[config.mk]
export PLATFORM = sky130hd
export DESIGN_NAME = quadratic_probe_hash_table_top
export DESIGN_NICKNAME = d
export VERILOG_FILES = /design/src/rtl/qpht_pkg.sv /design/src/rtl/quadratic_probe_hash_table_top.sv /design/src/rtl/qpht_ram.sv /design/src/rtl/qpht_front.sv /design/src/rtl/qpht_fifo.sv /design/src/rtl/qpht_back.sv
export VERILOG_INCLUDE_DIRS = /design/src /design/src/rtl
export SDC_FILE = /design/constraint.sdc
export NUM_CORES = 1
export LEC_CHECK = 0
export BUFFER_PORTS_ARGS = -buffer_cell sky130_fd_sc_hd__buf_2
export CAP_MARGIN = 20
export CORE_MARGIN = 2
export CORE_UTILIZATION = 45
export CTS_CLUSTER_DIAMETER = 100
export DETAILED_ROUTE_END_ITERATION = 7
export PLACE_DENSITY = 0.6
export SETUP_SLACK_MARGIN = 0.5
export SLEW_MARGIN = 25
export SYNTH_ARGS = -nofsm -noshare
export SYNTH_HDL_FRONTEND = slang
export SYNTH_SLANG_ARGS = --single-unit
[constraint.sdc]
create_clock -name i_clk -period 10 [get_ports i_clk]
set_clock_uncertainty 0.15 [all_clocks]
set_input_delay 0 -clock i_clk [delete_from_list [all_inputs] [get_ports i_clk]]
set_output_delay 0 -clock i_clk [all_outputs]
set_load 0.05 [all_outputs]
[src/rtl/assert_macros.svh]
// Assertion macros used by the RTL file qpht_back.sv.
`ifndef ASSERT_MACROS_SVH
`define ASSERT_MACROS_SVH

// Clocked assertion, switched off while reset is held low.
`define ASSERT_CLK(label, clk, rst_n, prop, msg) \
    label: assert property (@(posedge clk) disable iff (!rst_n) (prop)) \
        else $error(msg);

// Clocked assertion that also holds while reset is asserted.
`define ASSERT_ALWAYS(label, clk, prop, msg) \
    label: assert property (@(posedge clk) (prop)) else $error(msg);

`endif

[src/rtl/qpht_pkg.sv]
package qpht_pkg;

    // Fixed field widths of the item and result ports.
    localparam int KEY_W    = 31;
    localparam int VAL_W    = 32;
    localparam int STATUS_W = 3;
    localparam int SLOT_W   = 4;
    localparam int COUNT_W  = 5;

    // The key is reduced modulo the table size by a reciprocal multiply, then
    // a back-multiply and subtract.
    localparam int HASH_STEPS = 2;

    typedef enum logic {
        CMD_INSERT = 1'b0,
        CMD_REMOVE = 1'b1
    } t_cmd;

    typedef enum logic [1:0] {
        FL_EMPTY    = 2'd0,
        FL_OCCUPIED = 2'd1,
        FL_DELETED  = 2'd2
    } t_flag;

    typedef enum logic [STATUS_W-1:0] {
        ST_INSERTED  = 3'd0,
        ST_UPDATED   = 3'd1,
        ST_FULL      = 3'd2,
        ST_REMOVED   = 3'd3,
        ST_NOT_FOUND = 3'd4
    } t_status;

    typedef enum logic [1:0] {
        BS_CLEAR = 2'd0,
        BS_IDLE  = 2'd1,
        BS_CHECK = 2'd2
    } t_bstate;

    // One command as it travels from the front to the back.
    typedef struct packed {
        t_cmd             cmd;
        logic [KEY_W-1:0] key;
        logic [VAL_W-1:0] value;
    } t_item;

    // One slot of the table store.
    typedef struct packed {
        t_flag            flag;
        logic [KEY_W-1:0] key;
        logic [VAL_W-1:0] value;
    } t_entry;

endpackage

[src/rtl/quadratic_probe_hash_table_top.sv]
// Open-addressing hash table with quadratic probing, key to value.
// Input channel (i_valid / o_stall): one item is an insert-or-update
// (i_cmd = 0, with i_value) or a remove (i_cmd = 1) of i_key.
// Output channel (o_valid / i_stall): exactly one result per item, in order:
// o_status, the slot touched (zero on full or not found) and the number of
// occupied slots after the operation.
// The front reduces the key modulo TABLE_SIZE by a reciprocal multiply and
// then a back-multiply and subtract, and then hands the item on; it holds
// one item at a time.
// A two-entry queue sits between the front and the probe sequencer.
// The back reads the home slot and then checks one slot of the memory per
// probe, 1 to TABLE_SIZE probes, the store write-back, if any, happening
// when the last probe commits. It holds one item at a time and takes the
// next only once the last has committed.
// After reset a clearing pass marks every slot empty, one per cycle, while
// o_stall stays high.
// When the receiver stalls, the result waits in the output register; the
// back finishes its next item up to the write-back and waits, the queue
// and the front fill, and then o_stall rises.
module quadratic_probe_hash_table_top #(
    parameter int TABLE_SIZE = 16
) (
    input  logic                               i_clk,
    input  logic                               i_rst_n,
    input  logic                               i_valid,
    output logic                               o_stall,
    input  logic                               i_cmd,
    input  logic [qpht_pkg::KEY_W-1:0]         i_key,
    input  logic signed [qpht_pkg::VAL_W-1:0]  i_value,
    output logic                               o_valid,
    input  logic                               i_stall,
    output logic [qpht_pkg::STATUS_W-1:0]      o_status,
    output logic [qpht_pkg::SLOT_W-1:0]        o_slot,
    output logic [qpht_pkg::COUNT_W-1:0]       o_entry_count
);

    import qpht_pkg::*;

    localparam int IDX_W = $clog2(TABLE_SIZE);
    localparam int ITEM_W = $bits(t_item);
    localparam int Q_W = IDX_W + ITEM_W;

    t_item            in_item;
    t_item            f_item;
    logic [IDX_W-1:0] f_home;
    logic             f_valid;
    logic             f_stall;
    logic [Q_W-1:0]   q_data;
    logic             q_valid;
    logic             q_stall;
    t_item            q_item;
    logic [IDX_W-1:0] q_home;
    logic             clearing;
    t_status          b_status;

    assign in_item = '{cmd: t_cmd'(i_cmd), key: i_key, value: i_value};

    qpht_front #(
        .TABLE_SIZE (TABLE_SIZE)
    ) u_front (
        .i_clk   (i_clk),
        .i_rst_n (i_rst_n),
        .i_hold  (clearing),
        .i_valid (i_valid),
        .o_stall (o_stall),
        .i_item  (in_item),
        .o_valid (f_valid),
        .i_stall (f_stall),
        .o_item  (f_item),
        .o_home  (f_home)
    );

    qpht_fifo #(
        .WIDTH (Q_W)
    ) u_queue (
        .i_clk   (i_clk),
        .i_rst_n (i_rst_n),
        .i_valid (f_valid),
        .o_stall (f_stall),
        .i_data  ({f_home, f_item}),
        .o_valid (q_valid),
        .i_stall (q_stall),
        .o_data  (q_data)
    );

    assign q_home = q_data[Q_W-1 -: IDX_W];
    assign q_item = t_item'(q_data[ITEM_W-1:0]);

    qpht_back #(
        .TABLE_SIZE (TABLE_SIZE)
    ) u_back (
        .i_clk         (i_clk),
        .i_rst_n       (i_rst_n),
        .o_clearing    (clearing),
        .i_valid       (q_valid),
        .o_stall       (q_stall),
        .i_item        (q_item),
        .i_home        (q_home),
        .o_valid       (o_valid),
        .i_stall       (i_stall),
        .o_status      (b_status),
        .o_slot        (o_slot),
        .o_entry_count (o_entry_count)
    );

    assign o_status = b_status;

endmodule

[src/rtl/qpht_ram.sv]
module qpht_ram #(
    parameter int WIDTH = 8,
    parameter int DEPTH = 16,
    localparam int ADDR_W = (DEPTH > 1) ? $clog2(DEPTH) : 1
) (
    input  logic              i_clk,
    input  logic              i_we,
    input  logic [ADDR_W-1:0] i_waddr,
    input  logic [WIDTH-1:0]  i_wdata,
    input  logic [ADDR_W-1:0] i_raddr,
    output logic [WIDTH-1:0]  o_rdata
);

    logic [WIDTH-1:0] r_mem [DEPTH];
    logic [WIDTH-1:0] r_rdata;

    // One write port and one registered read port.
    always_ff @(posedge i_clk) begin
        if (i_we) begin
            r_mem[i_waddr] <= i_wdata;
        end
        r_rdata <= r_mem[i_raddr];
    end

    assign o_rdata = r_rdata;

endmodule

[src/rtl/qpht_front.sv]
module qpht_front #(
    parameter int TABLE_SIZE = 16,
    localparam int IDX_W = $clog2(TABLE_SIZE)
) (
    input  logic               i_clk,
    input  logic               i_rst_n,
    input  logic               i_hold,
    input  logic               i_valid,
    output logic               o_stall,
    input  qpht_pkg::t_item    i_item,
    output logic               o_valid,
    input  logic               i_stall,
    output qpht_pkg::t_item    o_item,
    output logic [IDX_W-1:0]   o_home
);

    import qpht_pkg::*;

    localparam int STEP_W  = $clog2(HASH_STEPS);
    localparam int MAGIC_W = KEY_W + 1;
    localparam int PROD_W  = KEY_W + MAGIC_W;
    localparam int SHIFT   = KEY_W + IDX_W;
    // Rounded-up reciprocal of the table size, exact for every key value.
    localparam logic [MAGIC_W-1:0] MAGIC =
        MAGIC_W'(((64'd1 << SHIFT) + 64'(TABLE_SIZE - 1)) / 64'(TABLE_SIZE));
    localparam logic [IDX_W-1:0] SIZE_LOW = IDX_W'(TABLE_SIZE);

    logic                  r_busy;
    logic                  r_done;
    logic [STEP_W-1:0]     r_step;
    logic [IDX_W-1:0]      r_quot;
    logic [IDX_W-1:0]      r_rem;
    t_item                 r_item;
    logic [PROD_W-1:0]     prod;
    logic [IDX_W-1:0]      quot;
    logic [IDX_W-1:0]      n_rem;
    logic                  take;
    logic                  push;

    assign o_stall = r_busy || i_hold;
    assign take    = i_valid && !o_stall;
    assign push    = r_done && !i_stall;

    // Quotient from the reciprocal; only its low bits matter for the remainder.
    assign prod  = PROD_W'(r_item.key) * PROD_W'(MAGIC);
    assign quot  = prod[SHIFT +: IDX_W];
    // The remainder is below the table size, so its low bits are all it needs.
    assign n_rem = r_item.key[IDX_W-1:0] - r_quot * SIZE_LOW;

    // Control: one item is hashed at a time, then handed to the queue.
    always_ff @(posedge i_clk) begin
        if (!i_rst_n) begin
            r_busy <= 1'b0;
            r_done <= 1'b0;
            r_step <= '0;
        end else if (take) begin
            r_busy <= 1'b1;
            r_done <= 1'b0;
            r_step <= '0;
        end else if (push) begin
            r_busy <= 1'b0;
            r_done <= 1'b0;
        end else if (r_busy && !r_done) begin
            r_step <= r_step + STEP_W'(1);
            if (r_step == STEP_W'(HASH_STEPS - 1)) begin
                r_done <= 1'b1;
            end
        end
    end

    // Payload: the item, the quotient and the remainder.
    always_ff @(posedge i_clk) begin
        if (take) begin
            r_item <= i_item;
            r_quot <= '0;
            r_rem  <= '0;
        end else if (r_busy && !r_done) begin
            r_quot <= quot;
            r_rem  <= n_rem;
        end
    end

    assign o_valid = r_done;
    assign o_item  = r_item;
    assign o_home  = r_rem;

endmodule

[src/rtl/qpht_fifo.sv]
module qpht_fifo #(
    parameter int WIDTH = 8
) (
    input  logic             i_clk,
    input  logic             i_rst_n,
    input  logic             i_valid,
    output logic             o_stall,
    input  logic [WIDTH-1:0] i_data,
    output logic             o_valid,
    input  logic             i_stall,
    output logic [WIDTH-1:0] o_data
);

    localparam int DEPTH = 2;
    localparam int FILL_W = $clog2(DEPTH + 1);

    logic [WIDTH-1:0]  r_mem [DEPTH];
    logic              r_wr_ptr;
    logic              r_rd_ptr;
    logic [FILL_W-1:0] r_fill;
    logic              push;
    logic              pop;

    assign o_stall = (r_fill == FILL_W'(DEPTH));
    assign o_valid = (r_fill != '0);
    assign push    = i_valid && !o_stall;
    assign pop     = o_valid && !i_stall;
    assign o_data  = r_mem[r_rd_ptr];

    // Pointers and fill level.
    always_ff @(posedge i_clk) begin
        if (!i_rst_n) begin
            r_wr_ptr <= 1'b0;
            r_rd_ptr <= 1'b0;
            r_fill   <= '0;
        end else begin
            if (push) begin
                r_wr_ptr <= !r_wr_ptr;
            end
            if (pop) begin
                r_rd_ptr <= !r_rd_ptr;
            end
            if (push && !pop) begin
                r_fill <= r_fill + FILL_W'(1);
            end else if (pop && !push) begin
                r_fill <= r_fill - FILL_W'(1);
            end
        end
    end

    // Storage of the queued items.
    always_ff @(posedge i_clk) begin
        if (push) begin
            r_mem[r_wr_ptr] <= i_data;
        end
    end

endmodule

[src/rtl/qpht_back.sv]
module qpht_back #(
    parameter int TABLE_SIZE = 16,
    localparam int IDX_W = $clog2(TABLE_SIZE)
) (
    input  logic                                i_clk,
    input  logic                                i_rst_n,
    output logic                                o_clearing,
    input  logic                                i_valid,
    output logic                                o_stall,
    input  qpht_pkg::t_item                     i_item,
    input  logic [IDX_W-1:0]                    i_home,
    output logic                                o_valid,
    input  logic                                i_stall,
    output qpht_pkg::t_status                   o_status,
    output logic [qpht_pkg::SLOT_W-1:0]         o_slot,
    output logic [qpht_pkg::COUNT_W-1:0]        o_entry_count
);

    import qpht_pkg::*;

    `include "assert_macros.svh"

    localparam int CNT_W = $clog2(TABLE_SIZE + 1);
    localparam int ENT_W = $bits(t_entry);
    localparam logic [IDX_W:0] MOD = (IDX_W + 1)'(TABLE_SIZE);
    localparam logic [IDX_W-1:0] LAST_IDX = IDX_W'(TABLE_SIZE - 1);
    // Square of the first probe step and the first odd increment.
    localparam logic [IDX_W-1:0] SQ0 = IDX_W'(1 % TABLE_SIZE);
    localparam logic [IDX_W-1:0] D0  = IDX_W'(3 % TABLE_SIZE);

    t_bstate             r_state;
    t_bstate             n_state;
    logic [IDX_W-1:0]    r_clr_addr;
    logic [CNT_W-1:0]    r_count;
    logic [CNT_W-1:0]    n_count;
    t_cmd                r_cmd;
    logic [KEY_W-1:0]    r_key;
    logic [VAL_W-1:0]    r_value;
    logic [IDX_W-1:0]    r_home;
    logic [IDX_W-1:0]    r_idx;
    logic [IDX_W-1:0]    r_sq;
    logic [IDX_W-1:0]    r_d;
    logic [IDX_W-1:0]    r_n;
    logic                r_out_valid;
    t_status             r_out_status;
    logic [SLOT_W-1:0]   r_out_slot;
    logic [COUNT_W-1:0]  r_out_count;

    logic [IDX_W-1:0]    nxt_idx;
    logic [IDX_W-1:0]    nxt_sq;
    logic [IDX_W-1:0]    nxt_d;
    logic                last;
    logic                key_hit;
    logic                finish;
    logic                success;
    logic                commit;
    logic                pop;
    logic                out_take;
    logic                out_free;
    logic                clr_last;
    t_status             res_status;
    logic [IDX_W-1:0]    res_slot;
    logic [31:0]         slot_ext;
    logic [31:0]         count_ext;

    logic                ram_we;
    logic [IDX_W-1:0]    ram_waddr;
    t_entry              ram_wdata;
    logic [IDX_W-1:0]    ram_raddr;
    logic [ENT_W-1:0]    ram_rdata;
    t_entry              rd_entry;

    qpht_ram #(
        .WIDTH (ENT_W),
        .DEPTH (TABLE_SIZE)
    ) u_slots (
        .i_clk   (i_clk),
        .i_we    (ram_we),
        .i_waddr (ram_waddr),
        .i_wdata (ram_wdata),
        .i_raddr (ram_raddr),
        .o_rdata (ram_rdata)
    );

    assign rd_entry   = t_entry'(ram_rdata);
    assign key_hit    = (rd_entry.key == r_key);
    assign out_take   = r_out_valid && !i_stall;
    assign out_free   = !r_out_valid || out_take;
    assign clr_last   = (r_clr_addr == LAST_IDX);
    assign o_clearing = (r_state == BS_CLEAR);
    assign o_stall    = (r_state != BS_IDLE);

    // Next probe index: add the running square, then its next value.
    always_comb begin
        logic [IDX_W:0] sum_idx;
        logic [IDX_W:0] sum_sq;
        logic [IDX_W:0] sum_d;
        sum_idx = {1'b0, r_idx} + {1'b0, r_sq};
        if (sum_idx >= MOD) begin
            sum_idx = sum_idx - MOD;
        end
        sum_sq = {1'b0, r_sq} + {1'b0, r_d};
        if (sum_sq >= MOD) begin
            sum_sq = sum_sq - MOD;
        end
        sum_d = {1'b0, r_d} + (IDX_W + 1)'(2);
        if (sum_d >= MOD) begin
            sum_d = sum_d - MOD;
        end
        nxt_idx = sum_idx[IDX_W-1:0];
        nxt_sq  = sum_sq[IDX_W-1:0];
        nxt_d   = sum_d[IDX_W-1:0];
    end

    // The probe ends after the last allowed step or back at the home slot.
    assign last = (r_n == LAST_IDX) || (nxt_idx == r_home);

    // Next state of the probe sequencer.
    always_comb begin
        n_state = r_state;
        case (r_state)
            BS_CLEAR: begin
                if (clr_last) begin
                    n_state = BS_IDLE;
                end
            end
            BS_IDLE: begin
                if (i_valid) begin
                    n_state = BS_CHECK;
                end
            end
            BS_CHECK: begin
                if (commit) begin
                    n_state = BS_IDLE;
                end
            end
            default: n_state = BS_IDLE;
        endcase
    end

    // Slot decisions, store writes and the read address of the next probe.
    always_comb begin
        ram_raddr  = r_idx;
        ram_we     = 1'b0;
        ram_waddr  = r_idx;
        ram_wdata  = '{flag: FL_OCCUPIED, key: r_key, value: r_value};
        pop        = 1'b0;
        commit     = 1'b0;
        finish     = 1'b0;
        success    = 1'b0;
        res_status = ST_NOT_FOUND;
        res_slot   = '0;
        n_count    = r_count;
        case (r_state)
            BS_CLEAR: begin
                ram_we    = 1'b1;
                ram_waddr = r_clr_addr;
                ram_wdata = '{flag: FL_EMPTY, key: '0, value: '0};
            end
            BS_IDLE: begin
                pop       = i_valid;
                ram_raddr = i_home;
            end
            BS_CHECK: begin
                if (r_cmd == CMD_INSERT) begin
                    if (rd_entry.flag != FL_OCCUPIED) begin
                        success    = 1'b1;
                        res_status = ST_INSERTED;
                        n_count    = r_count + CNT_W'(1);
                    end else if (key_hit) begin
                        success    = 1'b1;
                        res_status = ST_UPDATED;
                    end else begin
                        res_status = ST_FULL;
                    end
                    finish = success || last;
                end else begin
                    // A remove keeps the stored key and value and marks the slot.
                    if (rd_entry.flag == FL_OCCUPIED && key_hit) begin
                        success    = 1'b1;
                        res_status = ST_REMOVED;
                        ram_wdata  = '{flag: FL_DELETED, key: rd_entry.key,
                                       value: rd_entry.value};
                        if (r_count != '0) begin
                            n_count = r_count - CNT_W'(1);
                        end
                    end
                    finish = success || (rd_entry.flag == FL_EMPTY) || last;
                end
                if (success) begin
                    res_slot = r_idx;
                end
                commit    = finish && out_free;
                ram_we    = commit && success;
                ram_raddr = finish ? r_idx : nxt_idx;
            end
            default: ;
        endcase
    end

    assign slot_ext  = 32'(res_slot);
    assign count_ext = 32'(n_count);

    // Control registers.
    always_ff @(posedge i_clk) begin
        if (!i_rst_n) begin
            r_state     <= BS_CLEAR;
            r_clr_addr  <= '0;
            r_count     <= '0;
            r_out_valid <= 1'b0;
        end else begin
            r_state <= n_state;
            if (r_state == BS_CLEAR) begin
                r_clr_addr <= r_clr_addr + IDX_W'(1);
            end
            if (commit) begin
                r_count     <= n_count;
                r_out_valid <= 1'b1;
            end else if (out_take) begin
                r_out_valid <= 1'b0;
            end
        end
    end

    // Command and probe registers.
    always_ff @(posedge i_clk) begin
        if (pop) begin
            r_cmd   <= i_item.cmd;
            r_key   <= i_item.key;
            r_value <= i_item.value;
            r_home  <= i_home;
            r_idx   <= i_home;
            r_sq    <= SQ0;
            r_d     <= D0;
            r_n     <= '0;
        end else if (r_state == BS_CHECK && !finish) begin
            r_idx <= nxt_idx;
            r_sq  <= nxt_sq;
            r_d   <= nxt_d;
            r_n   <= r_n + IDX_W'(1);
        end
    end

    // Result register.
    always_ff @(posedge i_clk) begin
        if (commit) begin
            r_out_status <= res_status;
            r_out_slot   <= slot_ext[SLOT_W-1:0];
            r_out_count  <= count_ext[COUNT_W-1:0];
        end
    end

    assign o_valid       = r_out_valid;
    assign o_status      = r_out_status;
    assign o_slot        = r_out_slot;
    assign o_entry_count = r_out_count;

    // The occupied count never passes the table size.
    `ASSERT_CLK(a_count_bound, i_clk, i_rst_n, r_count <= CNT_W'(TABLE_SIZE), "count overflow")
    // The probe index stays inside the table.
    `ASSERT_CLK(a_idx_range, i_clk, i_rst_n, (r_state == BS_CHECK) |-> (r_idx <= LAST_IDX), "probe index out of range")
    // A finished command always leaves a result waiting.
    `ASSERT_CLK(a_commit_out, i_clk, i_rst_n, commit |=> r_out_valid, "result lost")
    // No command is taken from the queue during the clearing pass.
    `ASSERT_ALWAYS(a_no_pop_clear, i_clk, (r_state == BS_CLEAR) |-> !pop, "pop while clearing")

endmodule

== Word level (Yosys, flattened, before mapping) ==
Memories as Yosys holds them, arrays and structs flattened. A register that Yosys moved wholly into a read port is not among the register bits.
Index checks and enable logic that the tools add are counted.

* $add $sub $neg: 13
* Multiply operators: 0
* Divide/modulo/power cells: 0
* $lt $le $gt $ge: 3
* Equal/unequal tests: 13
* Shifts and indexed selects: 0
* Multiplexer cells: 51
* Bitwise operators: 2
* Reduce and logical (&&, ||, !) cells: 42

{| class="wikitable"
|+ Operator list
! cell !! count
|-
| 2-to-1 mux 65 bit || 2
|-
| one-hot mux 65 bit (2 select lines) || 1
|-
| equality test 31 bit || 1
|-
| 2-to-1 mux 4 bit || 7
|-
| 2-to-1 mux 5 bit || 5
|-
| 2-to-1 mux 1 bit || 24
|-
| greater-or-equal comparator 5 bit (second input constant) || 3
|-
| 2-to-1 mux 2 bit || 6
|-
| subtractor 4 x 1 -> 4 bit (second input constant) || 3
|-
| logical AND 1 bit || 11
|-
| logical NOT 1 bit || 11
|-
| adder 4 x 4 -> 5 bit || 2
|-
| != test 2 x 1 -> 1 bit (second input constant) || 5
|-
| nonzero test 2 bit || 5
|-
| 2-to-1 mux 3 bit || 3
|-
| adder 4 x 1 -> 4 bit (second input constant) || 2
|-
| equality test 4 bit (second input constant) || 2
|-
| one-hot mux 4 bit (2 select lines) || 1
|-
| logical OR 1 bit || 6
|-
| one-hot mux 2 bit (3 select lines) || 1
|-
| AND reduction 2 bit || 3
|-
| adder 4 x 2 -> 5 bit (second input constant) || 1
|-
| adder 5 x 1 -> 5 bit (second input constant) || 1
|-
| nonzero test 5 bit || 1
|-
| 13 further kinds || 17
|}

* Register bits after elaboration: 183
* Latch bits: 0
* RAM bits: 1176
* Memory bits (read-only): 0
* Bits of input ports: 68
* Output and inout bits: 14
* Logic and storage cells: 151
* Memories: 2

{| class="wikitable"
|+ Memories
! name !! depth !! bits a word !! rd ports !! clocked after Yosys merged registers in !! write ports !! RTL line !! text
|-
| u_back.u_slots.r_mem || 16 || 65 || 1 || 1 || 1 || qpht_ram.sv:14 || <nowiki>logic [WIDTH-1:0] r_mem [DEPTH];</nowiki>
|-
| u_queue.r_mem || 2 || 68 || 1 || 1 || 1 || qpht_fifo.sv:17 || <nowiki>logic [WIDTH-1:0] r_mem [DEPTH];</nowiki>
|}

== Logic depth before layout (Yosys ltp) ==
* Depth after elaboration: 14
* Depth in mapped cells: 14

== Hierarchy ==
A second synthesis with hierarchy kept.

* Cells, all modules: 2446
* Area total of the unflattened synthesis: 53040.9 um^2

{| class="wikitable"
|+ By module, submodules not included
! module !! times used !! cells each !! area an instance (um^2) !! seq. area each (um^2)
|-
| qpht_ram || 1 || 1673 || 40243.6 || 32531.2
|-
| qpht_back || 1 || 444 || 5357.6 || 2982.9
|-
| qpht_fifo || 1 || 237 || 5236.3 || 4184.0
|-
| qpht_front || 1 || 92 || 2203.4 || 2062.0
|}

== Worst setup path after synthesis ==
No wires, ideal clock.

* Kind: register to register
* Start: register u_back.r_idx[0]
* End: memory u_back.u_slots.r_mem[11][32] (netlist name), enable pin
* Library setup time: 423 ps
* Arrival time: 3827 ps
* Path slack: 5600 ps
* Cell stages (with the launch flop): 12
* Clock period less this slack: 4400 ps
* Cells stage by stage: edfxtp_1 ha_1 fa_1 xor2_1 xor2_1 nor3_1 a32oi_1 o21ai_0 nand2_1 o21bai_1 nand2_1 nor2_1

* Longest elaborated chain between the ends: 13
* Elaborated cells between the ends (all ways): 16
* Those cells by class: add/sub (2); order compare (1); eq/ne (1); mux (7); reduce/logical (5)

{| class="wikitable"
|+ RTL lines
! what !! RTL line !! text
|-
| start: declaration || qpht_back.sv:40 || <nowiki>logic [IDX_W-1:0] r_idx;</nowiki>
|-
| start signal: assignment || qpht_back.sv:232 || <nowiki>r_idx <= i_home;</nowiki>
|-
| start signal: assignment || qpht_back.sv:237 || <nowiki>r_idx <= nxt_idx;</nowiki>
|-
| adder 4 x 4 -> 5 bit || qpht_back.sv:98 || <nowiki>sum_idx = {1'b0, r_idx} + {1'b0, r_sq};</nowiki>
|-
| subtractor 4 x 1 -> 4 bit or greater-or-equal comparator 5 bit (tied branches) || qpht_back.sv:100, qpht_back.sv:99 ||
|-
| 2-to-1 mux 4 bit || qpht_back.sv:99 || <nowiki>if (sum_idx >= MOD) begin</nowiki>
|-
| equality test 4 bit || qpht_back.sv:116 || <nowiki>assign last = (r_n == LAST_IDX) || (nxt_idx == r_home);</nowiki>
|-
| logical OR 1 bit || qpht_back.sv:116 ||
|-
| logical OR 1 bit (on tied branches) || qpht_back.sv:176, qpht_back.sv:188 ||
|-
| 2-to-1 mux 1 bit || qpht_back.sv:165 || <nowiki>if (r_cmd == CMD_INSERT) begin</nowiki>
|-
| 2-to-1 mux 1 bit || qpht_back.sv:154 || <nowiki>case (r_state)</nowiki>
|-
| logical AND 1 bit || qpht_back.sv:193 || <nowiki>commit = finish && out_free;</nowiki>
|-
| logical AND 1 bit || qpht_back.sv:194 || <nowiki>ram_we = commit && success;</nowiki>
|-
| one-hot mux 1 bit (2 select lines) || qpht_back.sv:154 ||
|-
| 2-to-1 mux 1 bit || qpht_ram.sv:19 || <nowiki>if (i_we) begin</nowiki>
|-
| 2-to-1 mux 1 bit (implied by the code) || qpht_ram.sv:20 || <nowiki>r_mem[i_waddr] <= i_wdata;</nowiki>
|-
| end: declaration || qpht_ram.sv:14 ||
|}

Parallel ways exist; a longest one is shown, timed or not. The select of a mux whose other input is x is not followed.

== Worst setup path after layout ==
* Start: register u_back.r_key[5]
* End: register u_back.u_slots.r_rdata[63] (netlist: u_back.u_slots.o_rdata[63]), read port of u_back.u_slots.r_mem

* Longest elaborated chain between the ends: 11
* Elaborated cells between the ends (all ways): 16
* Those cells by class: eq/ne (1); mux (11); reduce/logical (4)

{| class="wikitable"
|+ RTL lines
! what !! RTL line !! text
|-
| start: declaration || qpht_back.sv:37 || <nowiki>logic [KEY_W-1:0] r_key;</nowiki>
|-
| start signal: assignment || qpht_back.sv:229 || <nowiki>r_key <= i_item.key;</nowiki>
|-
| equality test 31 bit * || qpht_back.sv:86 || <nowiki>assign key_hit = (rd_entry.key == r_key);</nowiki>
|-
| logical AND 1 bit || qpht_back.sv:179 || <nowiki>if (rd_entry.flag == FL_OCCUPIED && key_hit) begin</nowiki>
|-
| 2-to-1 mux 1 bit || qpht_back.sv:179 ||
|-
| 2-to-1 mux 1 bit || qpht_back.sv:165 ||
|-
| 2-to-1 mux 1 bit || qpht_back.sv:154 ||
|-
| logical OR 1 bit (2 in series) || qpht_back.sv:188 || <nowiki>finish = success || (rd_entry.flag == FL_EMPTY) || last;</nowiki>
|-
| 2-to-1 mux 1 bit * || qpht_back.sv:165 ||
|-
| 2-to-1 mux 1 bit * || qpht_back.sv:154 ||
|-
| 2-to-1 mux 4 bit * || qpht_back.sv:195 || <nowiki>ram_raddr = finish ? r_idx : nxt_idx;</nowiki>
|-
| one-hot mux 4 bit (2 select lines) * || qpht_back.sv:154 ||
|-
| end: declaration || qpht_ram.sv:15 || <nowiki>logic [WIDTH-1:0] r_rdata;</nowiki>
|}

Mark *: on every way between the ends. The rest lies on a longest branch, timed or not. The select of a mux whose other input is x is not followed.
A chain may end at the register's enable or synchronous reset.

==> impl_metrics.tcl <==
set metrics [dict create \
    status "finished clean" \
    cts_sinks 752 \
    grt_pass1_vias 14330 \
    async_reset_ff_share_pct 0 \
    num_rows 92 \
    crit_type "reg2reg" \
    core_area_um2 63200 \
    clockRootBuffer "clkbuf_16" \
    worstPathArrival_ns 5.87 \
    clk_pin_slew_ns 0.06 \
    crit_family "simple AND/OR/NAND/NOR gates" \
    postRouteWirelength_mm 60.25 \
    die_h_um 257.2 \
    io_pins 82 \
    slew_headroom_pct 34.41 \
    place.gp.congestion 0.7501 \
    post-route-period-util_pct 55.56 \
    grt_remaining_overflow 0 \
    synth_area_leaders "edfxtp_1 (71%), mux4_2 (10%), dfxtp_1 (4.7%)" \
    synth_top_area_share_pct 71.18 \
    drt_pass1_iterations 4 \
    hold_violations 0 \
    crit_chain "xor2_1 -> nor4_1 -> nand4_1 -> o21a_1 -> o211ai_1 -> o311a_4 -> buf_12 -> mux4_2 -> and3b_1 -> or4_1" \
    setup_tns_ns 0 \
    grt_max_degree 133 \
    start_util_pct 45.66 \
    ctsHoldBuffers 69 \
    ys_types 54 \
    path_buf_inv 1 \
    grtUsageTotal_pct 18.39 \
    routedWlPerCell_um 24.14 \
    yosys.area.top_type "edfxtp_1" \
    synth_cells 1432 \
    holdCritPathClass "in2reg" \
    cts_setup_buffers 0 \
    drt_iter0_markers 1212 \
    synth_flop_cell "edfxtp_1" \
    drive_above_1_share_pct 22.18 \
    synth.avg_cell_area_um2 20.15 \
    slowest_stage "o311a_4" \
    tightest_slew_ns 0.9793 \
    synth_edf_count 684 \
    max_freq_mhz 180.0 \
    syn_to_final_growth_pct 15.28 \
    cts_tree "built" \
    critPathLaunchType "flip-flop" \
    htree_levels 3 \
    rsz0062_at_grt "no" \
    cpPeakStageDelay_ns 0.68 \
    drc 0 \
    clk_path_buf_depth 3 \
    finalPower_mw 7.545 \
    cap_violations 0 \
    synth-seq-area-share_pct 75.90 \
    hpwl_mm 30.42 \
    grt_pass1_wl_mm 90.01 \
    dieWidth_um 257.2 \
    multiInputGateArea_um2 6749 \
    synth_warnings 0 \
    vias 13740 \
    setup_violations 0 \
    ir_drop_mv 0.1564 \
    numCtsBuffers 73 \
    diodes 0 \
    slew_violations 0 \
    syn_area_um2 28860 \
    viasPerCell 5.503 \
    cts_resized 0 \
    endpoint_kind "flip-flop" \
    syn-num-nets 1516 \
    crit_fanout 104 \
    power.density_nw_per_um2 226.8 \
    clk_latency_ns 0.61 \
    dieArea_um2 66170 \
    ant_nets 0 \
    antenna_found_initial 0 \
    layout.nets 1677 \
    yosysMostFrequentCell "edfxtp_1" \
    r2r_setup_slack_ns 4.44 \
    p_leak_nw 11.25 \
    fin_crit_ns 5.556 \
    ys_top_cells_by_count "edfxtp_1 (684), mux4_2 (132), mux2i_1 (107)" \
    ys_seq_elements 752 \
    required_ns 10.31 \
    seq_area_um2 21900 \
    port_buffers 49 \
    fillers 4892 \
]
cell families (layout without fill, tap and decap cells):
group | after synthesis | count (layout) | share of synthesized area (%)
flip-flops | 752 | 752 | 75.90
multiplexers | 276 | 276 | 15.46
AND/OR/NAND/NOR | 150 | 150 | 2.402
AO/OA/AOI/OAI | 103 | 103 | 2.528
buffers and inverters | 81 | 299 | 1.283
XOR/XNOR | 54 | 54 | 1.687
adder cells (fa/ha/maj) | 16 | 16 | 0.7458
through the flow:
| stage | setup WS, ns | util (%) | hold slack [ns] | instances | instance area [um^2] |
|---|---|---|---|---|---|
| global route | 4.048 | 52.64 | 0.1298 | 2496 | 33270 |
| detailed placement | 4.349 | 47.90 | 0.02809 | 2294 | 30270 |
| CTS | 4.285 | 52.61 | 0.06369 | 2495 | 33250 |
| global placement | 4.413 | 47.87 | 0.02744 | 2293 | 30250 |
| finish | 4.444 | 52.64 | 0.08068 | 2496 | 33270 |
| floorplan | 5.600 | - | -0.05113 | 1432 | 28860 |
layout make-up:
| class | instances | area share, % |
|---|---|---|
| multi-input combinational | 599 | 20.29 |
| timing repair buffer | 145 | 3.573 |
| clock buffer | 100 | 6.018 |
| inverter | 22 | 0.2482 |
| sequential | 752 | 65.84 |
| clock inverter | 32 | 0.8538 |
| tap | 846 | 3.182 |
registers in the layout (all words and copies together) (netlist names), 4 cells and up, named ones only:
name	flops
u_back.r_count	5
u_back.r_key	31
u_back.r_sq	4
u_back.r_n	4
u_front.o_item	32
u_back.o_slot	4
u_front.o_home	4
u_back.u_slots.r_mem	528
u_back.o_entry_count	5
u_back.r_idx	4
u_back.r_clr_addr	4
u_queue.r_mem	72
u_back.r_home	4
u_back.u_slots.o_rdata	33
placed cells by master, fill, tap and decap left out, types with 3 or more instances in the layout:
| master | n |
|---|---|
| nand3_1 | 6 |
| clkbuf_16 | 76 |
| a21oi_1 | 21 |
| nor2_4 | 15 |
| edfxtp_1 | 684 |
| xnor2_1 | 9 |
| or3_1 | 3 |
| inv_1 | 19 |
| buf_4 | 23 |
| and2_1 | 4 |
| and3_2 | 4 |
| buf_2 | 49 |
| and3_1 | 3 |
| clkinv_2 | 7 |
| a22o_1 | 34 |
| nand4_1 | 5 |
| o21ai_0 | 18 |
| xor2_1 | 44 |
| bufinv_16 | 4 |
| ha_1 | 14 |
| a31oi_1 | 3 |
| mux2i_1 | 107 |
| mux4_2 | 132 |
| nor3_1 | 8 |
| nor2_1 | 45 |
| mux2_2 | 37 |
| nand2_1 | 35 |
| nor2b_1 | 4 |
| buf_12 | 4 |
| o211ai_1 | 3 |
| nor4_1 | 8 |
| dfxtp_1 | 67 |
| clkinv_1 | 19 |
| clkbuf_1 | 23 |
| dlygate4sd3_1 | 69 |
final timing paths:
path / start / endpoint / cells past startpoint
setup / recovery: u_back.r_key[5] / u_back.u_slots.o_rdata[63] / 10
hold / removal: i_stall / u_back.o_valid / 4
setup reg to reg: u_back.r_key[5] / u_back.u_slots.o_rdata[63] / 10
hold reg to reg: u_front.o_item[55] / u_queue.r_mem[0][55] / 0
layer usage:
layer | share of wire, % | up-vias | track usage (%)
met5 | 0 | - | 0
met4 | 1.6 | 0 | 4.942
met3 | 4.6 | 71 | 2.738
met2 | 49 | 333 | 30.65
li1 | - | 6118 | -
met1 | 44 | 7214 | 25.45
worst reg2reg max path: cells and delay by family, from the launching register on:
family,cells,cell delay (ns)
buf+inv,1,0.67
compound gates,3,1.34
simple gates,4,1.79
mux,1,0.74
xor+xnor,1,0.20
flops,1,0.53
where the power goes:
group / switching (mW) / internal, mW
logic: 0.597 / 0.383
registers: 0.111 / 3.81
clock network: 1.13 / 1.51
total: 1.84 / 5.71
Note: power is estimated with default switching activity, not from simulation.
